## config.mk

```make
export PLATFORM = sky130hd
export DESIGN_NAME = stream_substring_replace
export DESIGN_NICKNAME = d
export VERILOG_FILES = /design/src/sv/ssr_pkg.sv /design/src/sv/stream_substring_replace.sv /design/src/sv/ssr_cfg.sv /design/src/sv/ssr_step.sv /design/src/sv/ssr_emit.sv
export VERILOG_INCLUDE_DIRS = /design/src /design/src/sv
export SDC_FILE = /design/constraint.sdc
export NUM_CORES = 1
export LEC_CHECK = 0
export BUFFER_PORTS_ARGS = -buffer_cell sky130_fd_sc_hd__buf_2
export CAP_MARGIN = 20
export CORE_MARGIN = 2
export CORE_UTILIZATION = 25
export CTS_CLUSTER_SIZE = 12
export DETAILED_ROUTE_END_ITERATION = 12
export PLACE_DENSITY = 0.54
export SLEW_MARGIN = 0
export SYNTH_ARGS = -nofsm -noshare
export SYNTH_HDL_FRONTEND = slang
export SYNTH_SLANG_ARGS = --single-unit
```

## constraint.sdc

```tcl
create_clock -name clk -period 7.57 [get_ports clk]
set_input_delay 1.514 -clock clk [delete_from_list [all_inputs] [get_ports clk]]
set_output_delay 1.514 -clock clk [all_outputs]
set_load 0.1 [all_outputs]
```

## src/sv/stream_substring_replace_defines.svh

```systemverilog
// Assertion macros shared by the substring replacement RTL.
`ifndef STREAM_SUBSTRING_REPLACE_DEFINES_SVH
`define STREAM_SUBSTRING_REPLACE_DEFINES_SVH

// Same-cycle implication, checked on every clock edge outside reset.
`define SSR_ASSERT_NOW(label, ante, cons, msg) \
  label: assert property (@(posedge clk) disable iff (!rst_n) (ante) |-> (cons)) \
    else $error(msg);

// Next-cycle implication, checked on every clock edge outside reset.
`define SSR_ASSERT_NEXT(label, ante, cons, msg) \
  label: assert property (@(posedge clk) disable iff (!rst_n) (ante) |=> (cons)) \
    else $error(msg);

`endif

```

## src/sv/ssr_pkg.sv

```systemverilog
// Types, sizes and register codes of the substring replacement block.
`default_nettype none

package ssr_pkg;

  localparam int MAX_PATTERN = 8;
  localparam int MAX_REPLACE = 8;
  localparam int PAT_CAP     = (MAX_PATTERN < 8) ? MAX_PATTERN : 8;
  localparam int REP_CAP     = (MAX_REPLACE < 8) ? MAX_REPLACE : 8;
  localparam int JOB_DEPTH   = (PAT_CAP > REP_CAP) ? PAT_CAP : REP_CAP;
  localparam int FILL_W      = $clog2(PAT_CAP + 1);
  localparam int CNT_W       = $clog2(JOB_DEPTH + 1);
  localparam int IDX_W       = (JOB_DEPTH > 1) ? $clog2(JOB_DEPTH) : 1;
  localparam int ADDR_W      = 5;
  localparam int DATA_W      = 64;

  typedef enum logic [1:0] {
    REG_PATTERN_LEN   = 2'd0,
    REG_PATTERN_BYTES = 2'd1,
    REG_REPLACE_LEN   = 2'd2,
    REG_REPLACE_BYTES = 2'd3
  } reg_idx_t;

  typedef struct packed {
    logic [7:0] text_byte;
    logic       string_end;
  } in_item_t;

  typedef struct packed {
    logic [7:0]  out_char;
    logic        char_present;
    logic        run_last;
    logic        string_done;
    logic [31:0] out_length;
    logic [31:0] match_total;
  } out_item_t;

  typedef struct packed {
    logic [3:0]  pattern_len;
    logic [63:0] pattern_bytes;
    logic [3:0]  replace_len;
    logic [63:0] replace_bytes;
  } cfg_t;

  // Everything one item produces: characters, then an optional end marker.
  typedef struct packed {
    logic [JOB_DEPTH-1:0][7:0] chars;
    logic [CNT_W-1:0]          cnt;
    logic                      mark;
    logic [31:0]               len;
    logic [31:0]               match_cnt;
  } job_t;

endpackage

`default_nettype wire

```

## src/sv/stream_substring_replace.sv

```systemverilog
// Top level of the streaming substring replacement block.
// Text enters one byte per item; each occurrence of the pattern (1 to 8 bytes,
// found left to right without overlap) is replaced by the replacement (0 to 8
// bytes), and the last byte of a string flushes the window and adds an end
// marker with the saturating output length and match count. An accepted item
// is turned combinationally into its full list of results and placed in a job
// register; the result register sends one result per cycle unless the output
// stalls, so an item with several results holds the input until its last
// result moves out, and items with zero or one result are taken every cycle
// unless the output stalls. The user must make configuration writes only
// while no item is in flight; the block itself does not enforce this.
`default_nettype none

module stream_substring_replace
  import ssr_pkg::*;
(
  input  wire logic              clk,
  input  wire logic              rst_n,
  input  wire logic              in_valid,
  output logic                   in_ready,
  input  wire in_item_t          in_data,
  output logic                   out_valid,
  input  wire logic              out_ready,
  output out_item_t              out_data,
  input  wire logic              cfg_psel,
  input  wire logic              cfg_penable,
  input  wire logic              cfg_pwrite,
  input  wire logic [ADDR_W-1:0] cfg_paddr,
  input  wire logic [DATA_W-1:0] cfg_pwdata,
  output logic      [DATA_W-1:0] cfg_prdata,
  output logic                   cfg_pready
);

  cfg_t cfg;
  job_t job;
  logic fill_clear;
  logic in_fire;

  assign in_fire = in_valid && in_ready;

  ssr_cfg u_cfg (
    .clk        (clk),
    .rst_n      (rst_n),
    .cfg_psel   (cfg_psel),
    .cfg_penable(cfg_penable),
    .cfg_pwrite (cfg_pwrite),
    .cfg_paddr  (cfg_paddr),
    .cfg_pwdata (cfg_pwdata),
    .cfg_prdata (cfg_prdata),
    .cfg_pready (cfg_pready),
    .cfg        (cfg),
    .fill_clear (fill_clear)
  );

  ssr_step u_step (
    .clk       (clk),
    .rst_n     (rst_n),
    .in_item   (in_data),
    .in_fire   (in_fire),
    .cfg       (cfg),
    .fill_clear(fill_clear),
    .job       (job)
  );

  ssr_emit u_emit (
    .clk      (clk),
    .rst_n    (rst_n),
    .job_in   (job),
    .in_valid (in_valid),
    .job_ready(in_ready),
    .out_valid(out_valid),
    .out_ready(out_ready),
    .out_item (out_data)
  );

endmodule

`default_nettype wire

```

## src/sv/ssr_cfg.sv

```systemverilog
// Configuration register file with an APB-style write and read port.
`default_nettype none

module ssr_cfg
  import ssr_pkg::*;
(
  input  wire logic              clk,
  input  wire logic              rst_n,
  input  wire logic              cfg_psel,
  input  wire logic              cfg_penable,
  input  wire logic              cfg_pwrite,
  input  wire logic [ADDR_W-1:0] cfg_paddr,
  input  wire logic [DATA_W-1:0] cfg_pwdata,
  output logic      [DATA_W-1:0] cfg_prdata,
  output logic                   cfg_pready,
  output cfg_t                   cfg,
  output logic                   fill_clear
);

  cfg_t     cfg_r;
  logic     wr_en;
  reg_idx_t idx;

  assign idx        = reg_idx_t'(cfg_paddr[ADDR_W-1:3]);
  assign wr_en      = cfg_psel && cfg_penable && cfg_pwrite;
  assign cfg_pready = 1'b1;
  assign cfg        = cfg_r;
  // A new pattern length drops whatever the window holds.
  assign fill_clear = wr_en && (idx == REG_PATTERN_LEN);

  always_ff @(posedge clk) begin
    if (!rst_n) begin
      cfg_r.pattern_len   <= 4'd1;
      cfg_r.pattern_bytes <= '0;
      cfg_r.replace_len   <= '0;
      cfg_r.replace_bytes <= '0;
    end else if (wr_en) begin
      case (idx)
        REG_PATTERN_LEN:   cfg_r.pattern_len   <= cfg_pwdata[3:0];
        REG_PATTERN_BYTES: cfg_r.pattern_bytes <= cfg_pwdata;
        REG_REPLACE_LEN:   cfg_r.replace_len   <= cfg_pwdata[3:0];
        REG_REPLACE_BYTES: cfg_r.replace_bytes <= cfg_pwdata;
        default: ;
      endcase
    end
  end

  always_comb begin
    case (idx)
      REG_PATTERN_LEN:   cfg_prdata = {{(DATA_W-4){1'b0}}, cfg_r.pattern_len};
      REG_PATTERN_BYTES: cfg_prdata = cfg_r.pattern_bytes;
      REG_REPLACE_LEN:   cfg_prdata = {{(DATA_W-4){1'b0}}, cfg_r.replace_len};
      REG_REPLACE_BYTES: cfg_prdata = cfg_r.replace_bytes;
      default:           cfg_prdata = '0;
    endcase
  end

endmodule

`default_nettype wire

```

## src/sv/ssr_step.sv

```systemverilog
// Match window, string counters and the per-item result job.
`default_nettype none
`include "stream_substring_replace_defines.svh"

module ssr_step
  import ssr_pkg::*;
(
  input  wire logic     clk,
  input  wire logic     rst_n,
  input  wire in_item_t in_item,
  input  wire logic     in_fire,
  input  wire cfg_t     cfg,
  input  wire logic     fill_clear,
  output job_t          job
);

  logic [PAT_CAP-1:0][7:0] win_r, win_nxt, wnew;
  logic [FILL_W-1:0]       fill_r, fill_nxt, fill0, nfill, plen;
  logic [31:0]             len_r, len_nxt, match_r, match_nxt;
  logic [CNT_W-1:0]        rlen;
  logic                    full, hit;
  logic [32:0]             len_sum;

  always_comb begin
    if (cfg.pattern_len == 4'd0) begin
      plen = FILL_W'(1);
    end else if (cfg.pattern_len > 4'(PAT_CAP)) begin
      plen = FILL_W'(PAT_CAP);
    end else begin
      plen = FILL_W'(cfg.pattern_len);
    end
    if (cfg.replace_len > 4'(REP_CAP)) begin
      rlen = CNT_W'(REP_CAP);
    end else begin
      rlen = CNT_W'(cfg.replace_len);
    end

    fill0 = (fill_r >= plen) ? '0 : fill_r;
    for (int k = 0; k < PAT_CAP; k++) begin
      wnew[k] = (FILL_W'(k) == fill0) ? in_item.text_byte : win_r[k];
    end
    nfill = fill0 + 1'b1;
    full  = (nfill == plen);

    hit = full;
    for (int k = 0; k < PAT_CAP; k++) begin
      if ((FILL_W'(k) < plen) && (wnew[k] != cfg.pattern_bytes[8*k +: 8])) begin
        hit = 1'b0;
      end
    end

    // On a miss the window itself lists the bytes to send, oldest first.
    for (int k = 0; k < JOB_DEPTH; k++) begin
      job.chars[k] = 8'h00;
      if (hit) begin
        if (k < REP_CAP) job.chars[k] = cfg.replace_bytes[8*k +: 8];
      end else begin
        if (k < PAT_CAP) job.chars[k] = wnew[k];
      end
    end

    if (hit) begin
      job.cnt = rlen;
    end else if (full) begin
      job.cnt = in_item.string_end ? CNT_W'(plen) : CNT_W'(1);
    end else begin
      job.cnt = in_item.string_end ? CNT_W'(nfill) : '0;
    end
    job.mark = in_item.string_end;

    len_sum   = {1'b0, len_r} + 33'(job.cnt);
    len_nxt   = len_sum[32] ? '1 : len_sum[31:0];
    match_nxt = (hit && (match_r != '1)) ? match_r + 32'd1 : match_r;
    job.len       = len_nxt;
    job.match_cnt = match_nxt;

    win_nxt = wnew;
    if (in_item.string_end || hit) begin
      fill_nxt = '0;
    end else if (full) begin
      fill_nxt = plen - 1'b1;
      win_nxt  = wnew >> 8;
    end else begin
      fill_nxt = nfill;
    end
  end

  always_ff @(posedge clk) begin
    if (!rst_n) begin
      win_r   <= '0;
      fill_r  <= '0;
      len_r   <= '0;
      match_r <= '0;
    end else if (fill_clear) begin
      fill_r <= '0;
    end else if (in_fire) begin
      win_r   <= win_nxt;
      fill_r  <= fill_nxt;
      len_r   <= in_item.string_end ? '0 : len_nxt;
      match_r <= in_item.string_end ? '0 : match_nxt;
    end
  end

  `SSR_ASSERT_NEXT(a_end_clears, in_fire && in_item.string_end && !fill_clear, (fill_r == '0) && (len_r == '0) && (match_r == '0), "string end left state behind")

endmodule

`default_nettype wire

```

## src/sv/ssr_emit.sv

```systemverilog
// Job register and result register: sends one result per cycle unless stalled.
`default_nettype none
`include "stream_substring_replace_defines.svh"

module ssr_emit
  import ssr_pkg::*;
(
  input  wire logic clk,
  input  wire logic rst_n,
  input  wire job_t job_in,
  input  wire logic in_valid,
  output logic      job_ready,
  output logic      out_valid,
  input  wire logic out_ready,
  output out_item_t out_item
);

  job_t             job_r;
  logic [CNT_W-1:0] idx_r;
  logic             out_valid_r;
  out_item_t        out_item_r, cur;
  logic             busy, cur_char, cur_last, out_take, load;

  assign cur_char  = (idx_r < job_r.cnt);
  assign busy      = cur_char || job_r.mark;
  assign cur_last  = cur_char ? ((idx_r + 1'b1 == job_r.cnt) && !job_r.mark) : 1'b1;
  assign out_take  = !out_valid_r || out_ready;
  // The next item may enter while the last result of this one moves out.
  assign job_ready = !busy || (out_take && cur_last);
  assign load      = in_valid && job_ready;

  always_comb begin
    cur.out_char     = cur_char ? job_r.chars[idx_r[IDX_W-1:0]] : 8'h00;
    cur.char_present = cur_char;
    cur.run_last     = cur_last;
    cur.string_done  = !cur_char;
    cur.out_length   = cur_char ? '0 : job_r.len;
    cur.match_total  = cur_char ? '0 : job_r.match_cnt;
  end

  always_ff @(posedge clk) begin
    if (!rst_n) begin
      job_r <= '0;
      idx_r <= '0;
    end else if (load) begin
      job_r <= job_in;
      idx_r <= '0;
    end else if (busy && out_take) begin
      if (cur_char) begin
        idx_r <= idx_r + 1'b1;
      end else begin
        job_r.mark <= 1'b0;
      end
    end
  end

  always_ff @(posedge clk) begin
    if (!rst_n) begin
      out_valid_r <= 1'b0;
    end else if (out_take) begin
      out_valid_r <= busy;
    end
  end

  always_ff @(posedge clk) begin
    if (out_take) begin
      out_item_r <= cur;
    end
  end

  assign out_valid = out_valid_r;
  assign out_item  = out_item_r;

  `SSR_ASSERT_NOW(a_idx_bound, 1'b1, idx_r <= job_r.cnt, "job index ran past its count")
  `SSR_ASSERT_NOW(a_marker_last, out_valid_r && !out_item_r.char_present, out_item_r.run_last && out_item_r.string_done, "end marker not closing its item")
  `SSR_ASSERT_NEXT(a_job_live, load && ((job_in.cnt != '0) || job_in.mark), busy, "loaded job with results went idle")

endmodule

`default_nettype wire
```

==> results_dict.tcl, run 1 <==
set metrics [dict create \
    via_count 22330 \
    synthCells 2906 \
    setup_viol 0 \
    arrival_ps 7550 \
    antenna_found_initial 8 \
    start_kind "flop" \
    dp_slack_ps 341.7 \
    synthArstFlopShare_pct 0 \
    fillerInstances 10380 \
    hold_depth 2 \
    min_from "u_emit.job_r[56]$_SDFFE_PN0P_" \
    reg2regPathDepth 29 \
    ir_drop_mv 0.2992 \
    tightest_slew_ps 1080 \
    place_hpwl_mm 60.95 \
    dp_cells 4229 \
    p_leak_uw 0.01021 \
    cp_common_cell "ha_1" \
    status "completed" \
    fin_crit_sh_pct 92.76 \
    areaGrowthSynthToFinish_pct 17.31 \
    layout_setup_ws_ps 548.1 \
    cts_buffer_depth 3 \
    ant_nets 0 \
    synth_simple_gate_area_share_pct 21.64 \
    yosysSeqAreaShare_pct 42.26 \
    cts_tree "built" \
    drt_iter0_markers 1976 \
    fin_crit_ps 7022 \
    crit_path_max_fanout 30 \
    crit_required_ps 8090 \
    synth_top_family_by_area "simple AND/OR/NAND/NOR gates" \
    routedWlPerCell_um 20.62 \
    synthXorXnorAreaFrac_pct 3.316 \
    ys_ff_latch 481 \
    yosysWarnings 0 \
    cp-end-kind "flop" \
    skew_ps 43.97 \
    start_util_pct 25.33 \
    synth_compound_area_share_pct 19.84 \
    chipHeight_um 317.5 \
    die_w_um 317.5 \
    wl_mm 89.40 \
    grt_pass1_vias 20720 \
    cts-htree-levels 2 \
    ys_types 86 \
    clock_sinks 481 \
    grt_pass1_wl_mm 134.3 \
    synth_edf_count 75 \
    finalNonFillerCells 4336 \
    die_area_mm2 0.1008 \
    critPathMaxStageDelay_ps 440 \
    synth_nets 3011 \
    path_class "reg -> reg" \
    boundaryPins 227 \
    slew_headroom_pct 27.32 \
    port_buffers 222 \
    vias_per_cell 5.150 \
    report.final.slew_viol_count 0 \
    worstSkewPairLatency_ps 660 \
    grtUsageTotal_pct 17.09 \
    synth_mux_area_share_pct 6.851 \
    powerDensity_mw_per_mm2 336.8 \
    numCtsBuffers 56 \
    clk_pin_slew_ps 60 \
    holdWs_ps 445.1 \
    syn_area_mm2 0.02456 \
    fin_tns_setup_ps 0 \
    maxCapViolCount 0 \
    gp_congestion 0.9231 \
    nets 3116 \
    synth_adder_area_share_pct 1.049 \
    grt_max_degree 128 \
    row_count 114 \
    reg2reg_from "u_cfg.cfg[132]$_SDFFE_PN1P_" \
    drc_errors 0 \
    critical-path-slowest-cell "o32a_1" \
    max_freq_mhz 142.4 \
    min_path_type "reg -> reg" \
    syn_avg_cell_area_um2 8.453 \
    grt-ovfl-total 0 \
    firstDrtPassIters 5 \
    post-cts-setup-buffers 0 \
    synthFlopType "dfxtp_1" \
    drive_gt1_share_pct 14.73 \
    core_mm2 0.09699 \
    hold_viol_final 0 \
    cts_root_buf "clkbuf_16" \
    rsz0062_at_grt "no" \
    crit_start "u_cfg.cfg[132]$_SDFFE_PN1P_" \
]
cell families after synthesis:
group | after synthesis
AOI/OAI and AO/OA | 751
xor gates and xnor gates | 93
adders and majority gates | 20
buffers and inverters | 311
DFF | 481
muxes | 143
other | 1
and+or+nand+nor | 1106
placed cells by master, fill, tap and decap left out, types with 37 or more instances in the layout:
| cell type | instances |
|---|---|
| a21oi_1 | 232 |
| a22oi_1 | 62 |
| a31oi_1 | 77 |
| and2_1 | 71 |
| buf_2 | 220 |
| buf_4 | 74 |
| clkbuf_16 | 57 |
| dfxtp_1 | 405 |
| edfxtp_1 | 75 |
| inv_1 | 56 |
| mux2i_1 | 122 |
| nand2_1 | 455 |
| nand3_1 | 124 |
| nand4_1 | 48 |
| nor2_1 | 141 |
| nor2b_1 | 76 |
| o211ai_1 | 44 |
| o21ai_0 | 116 |
| o2bb2ai_1 | 40 |
| or4_1 | 37 |
| xnor2_1 | 38 |
| xor2_1 | 55 |
final cells by class:
class                           count  area (um^2)  area share, %
Sequential cell                   481        10380          36.03
Clock buffer                       73         1506          5.228
Tap cell                         1276         1597          5.540
Clock inverter                     29        287.8         0.9987
Inverter                           60        234.0         0.8119
Antenna cell                        5        12.51        0.04342
Multi-Input combinational cell   2114        13060          45.33
Timing Repair Buffer              298         1737          6.027
flip-flops by register name, indices dropped and copies added (netlist names):
signal and cells:
u_cfg.cfg 136, u_emit.job_r 133, u_emit.out_item 75, u_step.win_r 64
u_step.len_r 32, u_step.match_r 32, u_emit.idx_r 4, u_step.fill_r 4
u_emit.out_valid 1
routing by layer:
layer | routed length [um] | GRT usage, % | vias up
met2 | 40810 | 27.40 | 740
met3 | 5032 | 2.482 | 160
li1 | - | - | 10750
met5 | 0 | 0 | -
met4 | 3397 | 6.688 | 0
met1 | 40160 | 23.11 | 10680
report_power, final:
| group | switching [uW] | internal, uW |
|---|---|---|
| Combinational | 3150 | 607 |
| Clock | 1180 | 1540 |
| Sequential | 186 | 3040 |
| Total | 4510 | 5190 |
through the flow:
stage                     util (%)  instance area (um^2)  total power [uW]
after floorplan                  -                 24580              6078
after global placement       27.83                 26990              7056
after detailed placement     27.83                 26990              7074
after CTS                    29.68                 28790              9804
after global routing         29.70                 28810             10120
final                        29.71                 28820              9707
worst paths after layout:
check | to | slack [ps]
setup / recovery | u_step.len_r[31]$_SDFFE_PN0P_ | 550
hold / removal | u_emit.job_r[56]$_SDFFE_PN0P_ | 450
setup reg to reg | u_step.len_r[31]$_SDFFE_PN0P_ | 550
hold reg to reg | u_emit.job_r[56]$_SDFFE_PN0P_ | 450
Yosys cell counts, drive strengths merged, types with 40 or more instances:
master / n / area (um^2)
nand4: 48 / 300.3
o211ai: 44 / 330.3
nor2b: 76 / 475.5
a31oi: 77 / 481.7
edfxtp: 75 / 2252
nor2: 146 / 553.0
a21oi: 234 / 1179
xor2: 55 / 481.7
clkbuf: 200 / 750.7
nand3: 126 / 635.6
and2: 71 / 444.2
o21ai: 131 / 659.4
dfxtp: 406 / 8128
mux2i: 122 / 1221
inv: 58 / 217.7
o2bb2ai: 40 / 350.3
buf: 51 / 260.3
a22oi: 62 / 465.5
nand2: 457 / 1718
worst max-delay path: cells and delay by family, from the launching register on:
kind                     cells  cell delay (ps)
buffers and inverters        5              970
flip-flops                   1              360
AO/OA/AOI/OAI                8             1700
AND/OR/NAND/NOR             12             2820
adder cells (fa/ha/maj)      3              670
multiplexers                 1              370
what timing repair did:
item | 4_1_cts | 5_1_grt
resized for setup | 0 | 5
endpoints found under the setup margin | 0 | 47
hold buffers | 0 | 0
Power figures use the tool's default switching activity.
==> run 2, diff against run 1 <==
CORE_UTILIZATION = 52   (was 25)
HOLD_SLACK_MARGIN = 0.02   (was unset)
PLACE_DENSITY = 0.86   (was 0.54)
==> run 2 against run 1 <==
Compared with the run above:
- combinational power is 3% lower
- highest routed layer unchanged
- critical path type unchanged
- routed wire length down 15%
- clock skew down 5.3 ps
- non-clock buffer count down 17
- register-to-register slack got worse by 330 ps
- via count rose by 3.3%
==> results_dict.tcl, run 2 (synthesis results as in run 1) <==
set metrics [dict create \
    status "completed" \
    nets 3094 \
    arrival_ps 7840 \
    tightest_slew_ps 1056 \
    worst-path-buf-inv 5 \
    report.final.slew_viol_count 0 \
    drt_iter0_markers 2697 \
    die_area_mm2 0.04899 \
    port_buffers 222 \
    grtUsageTotal_pct 29.67 \
    dp_cells 3538 \
    hold_viol_final 0 \
    slew_headroom_pct 29.60 \
    crit_required_ps 8060 \
    crit_path_max_fanout 12 \
    grt_pass1_wl_mm 117.7 \
    vias_per_cell 6.349 \
    routedWlPerCell_um 20.95 \
    fin_crit_sh_pct 97.11 \
    cts_tree "built" \
    skew_ps 38.65 \
    ctsHoldBuffers 0 \
    place_hpwl_mm 49.91 \
    start_kind "flop" \
    fin_crit_ps 7351 \
    cts_buffer_depth 3 \
    areaGrowthSynthToFinish_pct 12.62 \
    cts-htree-levels 2 \
    min_path_type "reg -> reg" \
    path_class "reg -> reg" \
    via_count 23070 \
    grt_pass1_vias 20950 \
    firstDrtPassIters 8 \
    cp_common_cell "inv_1" \
    ant_nets 0 \
    largest_reg_flops 136 \
    core_mm2 0.04656 \
    boundaryPins 227 \
    critPathMaxStageDelay_ps 640 \
    start_util_pct 52.76 \
    die_w_um 221.3 \
    maxCapViolCount 0 \
    max_freq_mhz 136.0 \
    grt_max_degree 180 \
    fillerInstances 3989 \
    numCtsBuffers 51 \
    cp_top_family "simple AND/OR/NAND/NOR gates" \
    finalNonFillerCells 3634 \
    cp-end-kind "flop" \
    critical-path-slowest-cell "or4_1" \
    drive_gt1_share_pct 13.84 \
    grt-ovfl-total 0 \
    clk_pin_slew_ps 60 \
    ir_drop_mv 0.6786 \
    final_cell_mix "454 x nand2_1, 405 x dfxtp_1, 232 x a21oi_1, 220 x buf_2, 141 x nor2_1" \
    clock_sinks 481 \
    setup_viol 0 \
    row_count 79 \
    n_antenna_cell 0 \
    gp_congestion 1.002 \
    fin_tns_setup_ps 0 \
    worstSkewPairLatency_ps 630 \
    chipHeight_um 221.3 \
    powerDensity_mw_per_mm2 338.5 \
    drc_errors 0 \
    cts_root_buf "clkbuf_16" \
    holdWs_ps 450.3 \
    final_common_cell "nand2_1" \
    wl_mm 76.14 \
    antenna_found_initial 0 \
    p_leak_uw 0.01002 \
]
-- run 2: area by class of cell --
type	instances	area (um^2)	area share, %
repair buffers	281	1583	5.721
clock inverters	18	222.7	0.8050
flip-flops and latches	481	10380	37.52
inverters	60	232.7	0.8412
multi-input cells	2114	13090	47.31
well taps	607	759.5	2.745
clock buffers	73	1399	5.056
-- run 2: path summary, 6_finish.rpt --
kind,start,to,slack (ps),cells after the start
setup reg to reg,u_cfg.cfg[135]$_SDFFE_PN0P_,u_step.len_r[31]$_SDFFE_PN0P_,220,28
setup / recovery,u_cfg.cfg[135]$_SDFFE_PN0P_,u_step.len_r[31]$_SDFFE_PN0P_,220,28
hold reg to reg,u_emit.job_r[43]$_SDFFE_PN0P_,u_emit.job_r[43]$_SDFFE_PN0P_,450,2
hold / removal,u_emit.job_r[43]$_SDFFE_PN0P_,u_emit.job_r[43]$_SDFFE_PN0P_,450,2
-- run 2: routing by layer --
layer / up-vias / global-route usage, % / share of wire (%)
met1: 10810 / 38.90 / 40
met3: 253 / 7.024 / 11
met4: 0 / 14.68 / 5.4
met5: - / 0 / 0
met2: 1317 / 45.91 / 44
li1: 10690 / - / -
-- run 2: stage by stage --
| stage | util (%) | instance area (um^2) | setup slack [ps] | total power, uW |
|---|---|---|---|---|
| floorplan | - | 24580 | 59.11 | 6078 |
| global placement | 55.75 | 25960 | 146.0 | 6813 |
| detailed placement | 55.75 | 25960 | 51.94 | 6869 |
| CTS | 59.25 | 27590 | 17.99 | 9334 |
| global route | 59.42 | 27670 | -8.561 | 9673 |
| finish | 59.42 | 27670 | 219.0 | 9366 |
-- run 2: tightest hold or removal path: cells and delay by family, from the launching register on --
kind,cells,cell delay [ps]
flops,1,300
simple gates,1,50
compound gates,1,50
-- run 2: what timing repair did --
action                                  in CTS  in global routing
endpoints found under the setup margin       1                 64
resized for setup                            0                  8
setup buffers                                1                  3
pin swaps                                    1                  2
-- run 2: power breakdown --
| part | leakage, uW | switching, uW | total (uW) | internal [uW] |
|---|---|---|---|---|
| Sequential | 0.00414 | 193 | 3240 | 3050 |
| Combinational | 0.00510 | 3030 | 3640 | 611 |
| Clock | 0.000774 | 1070 | 2490 | 1420 |
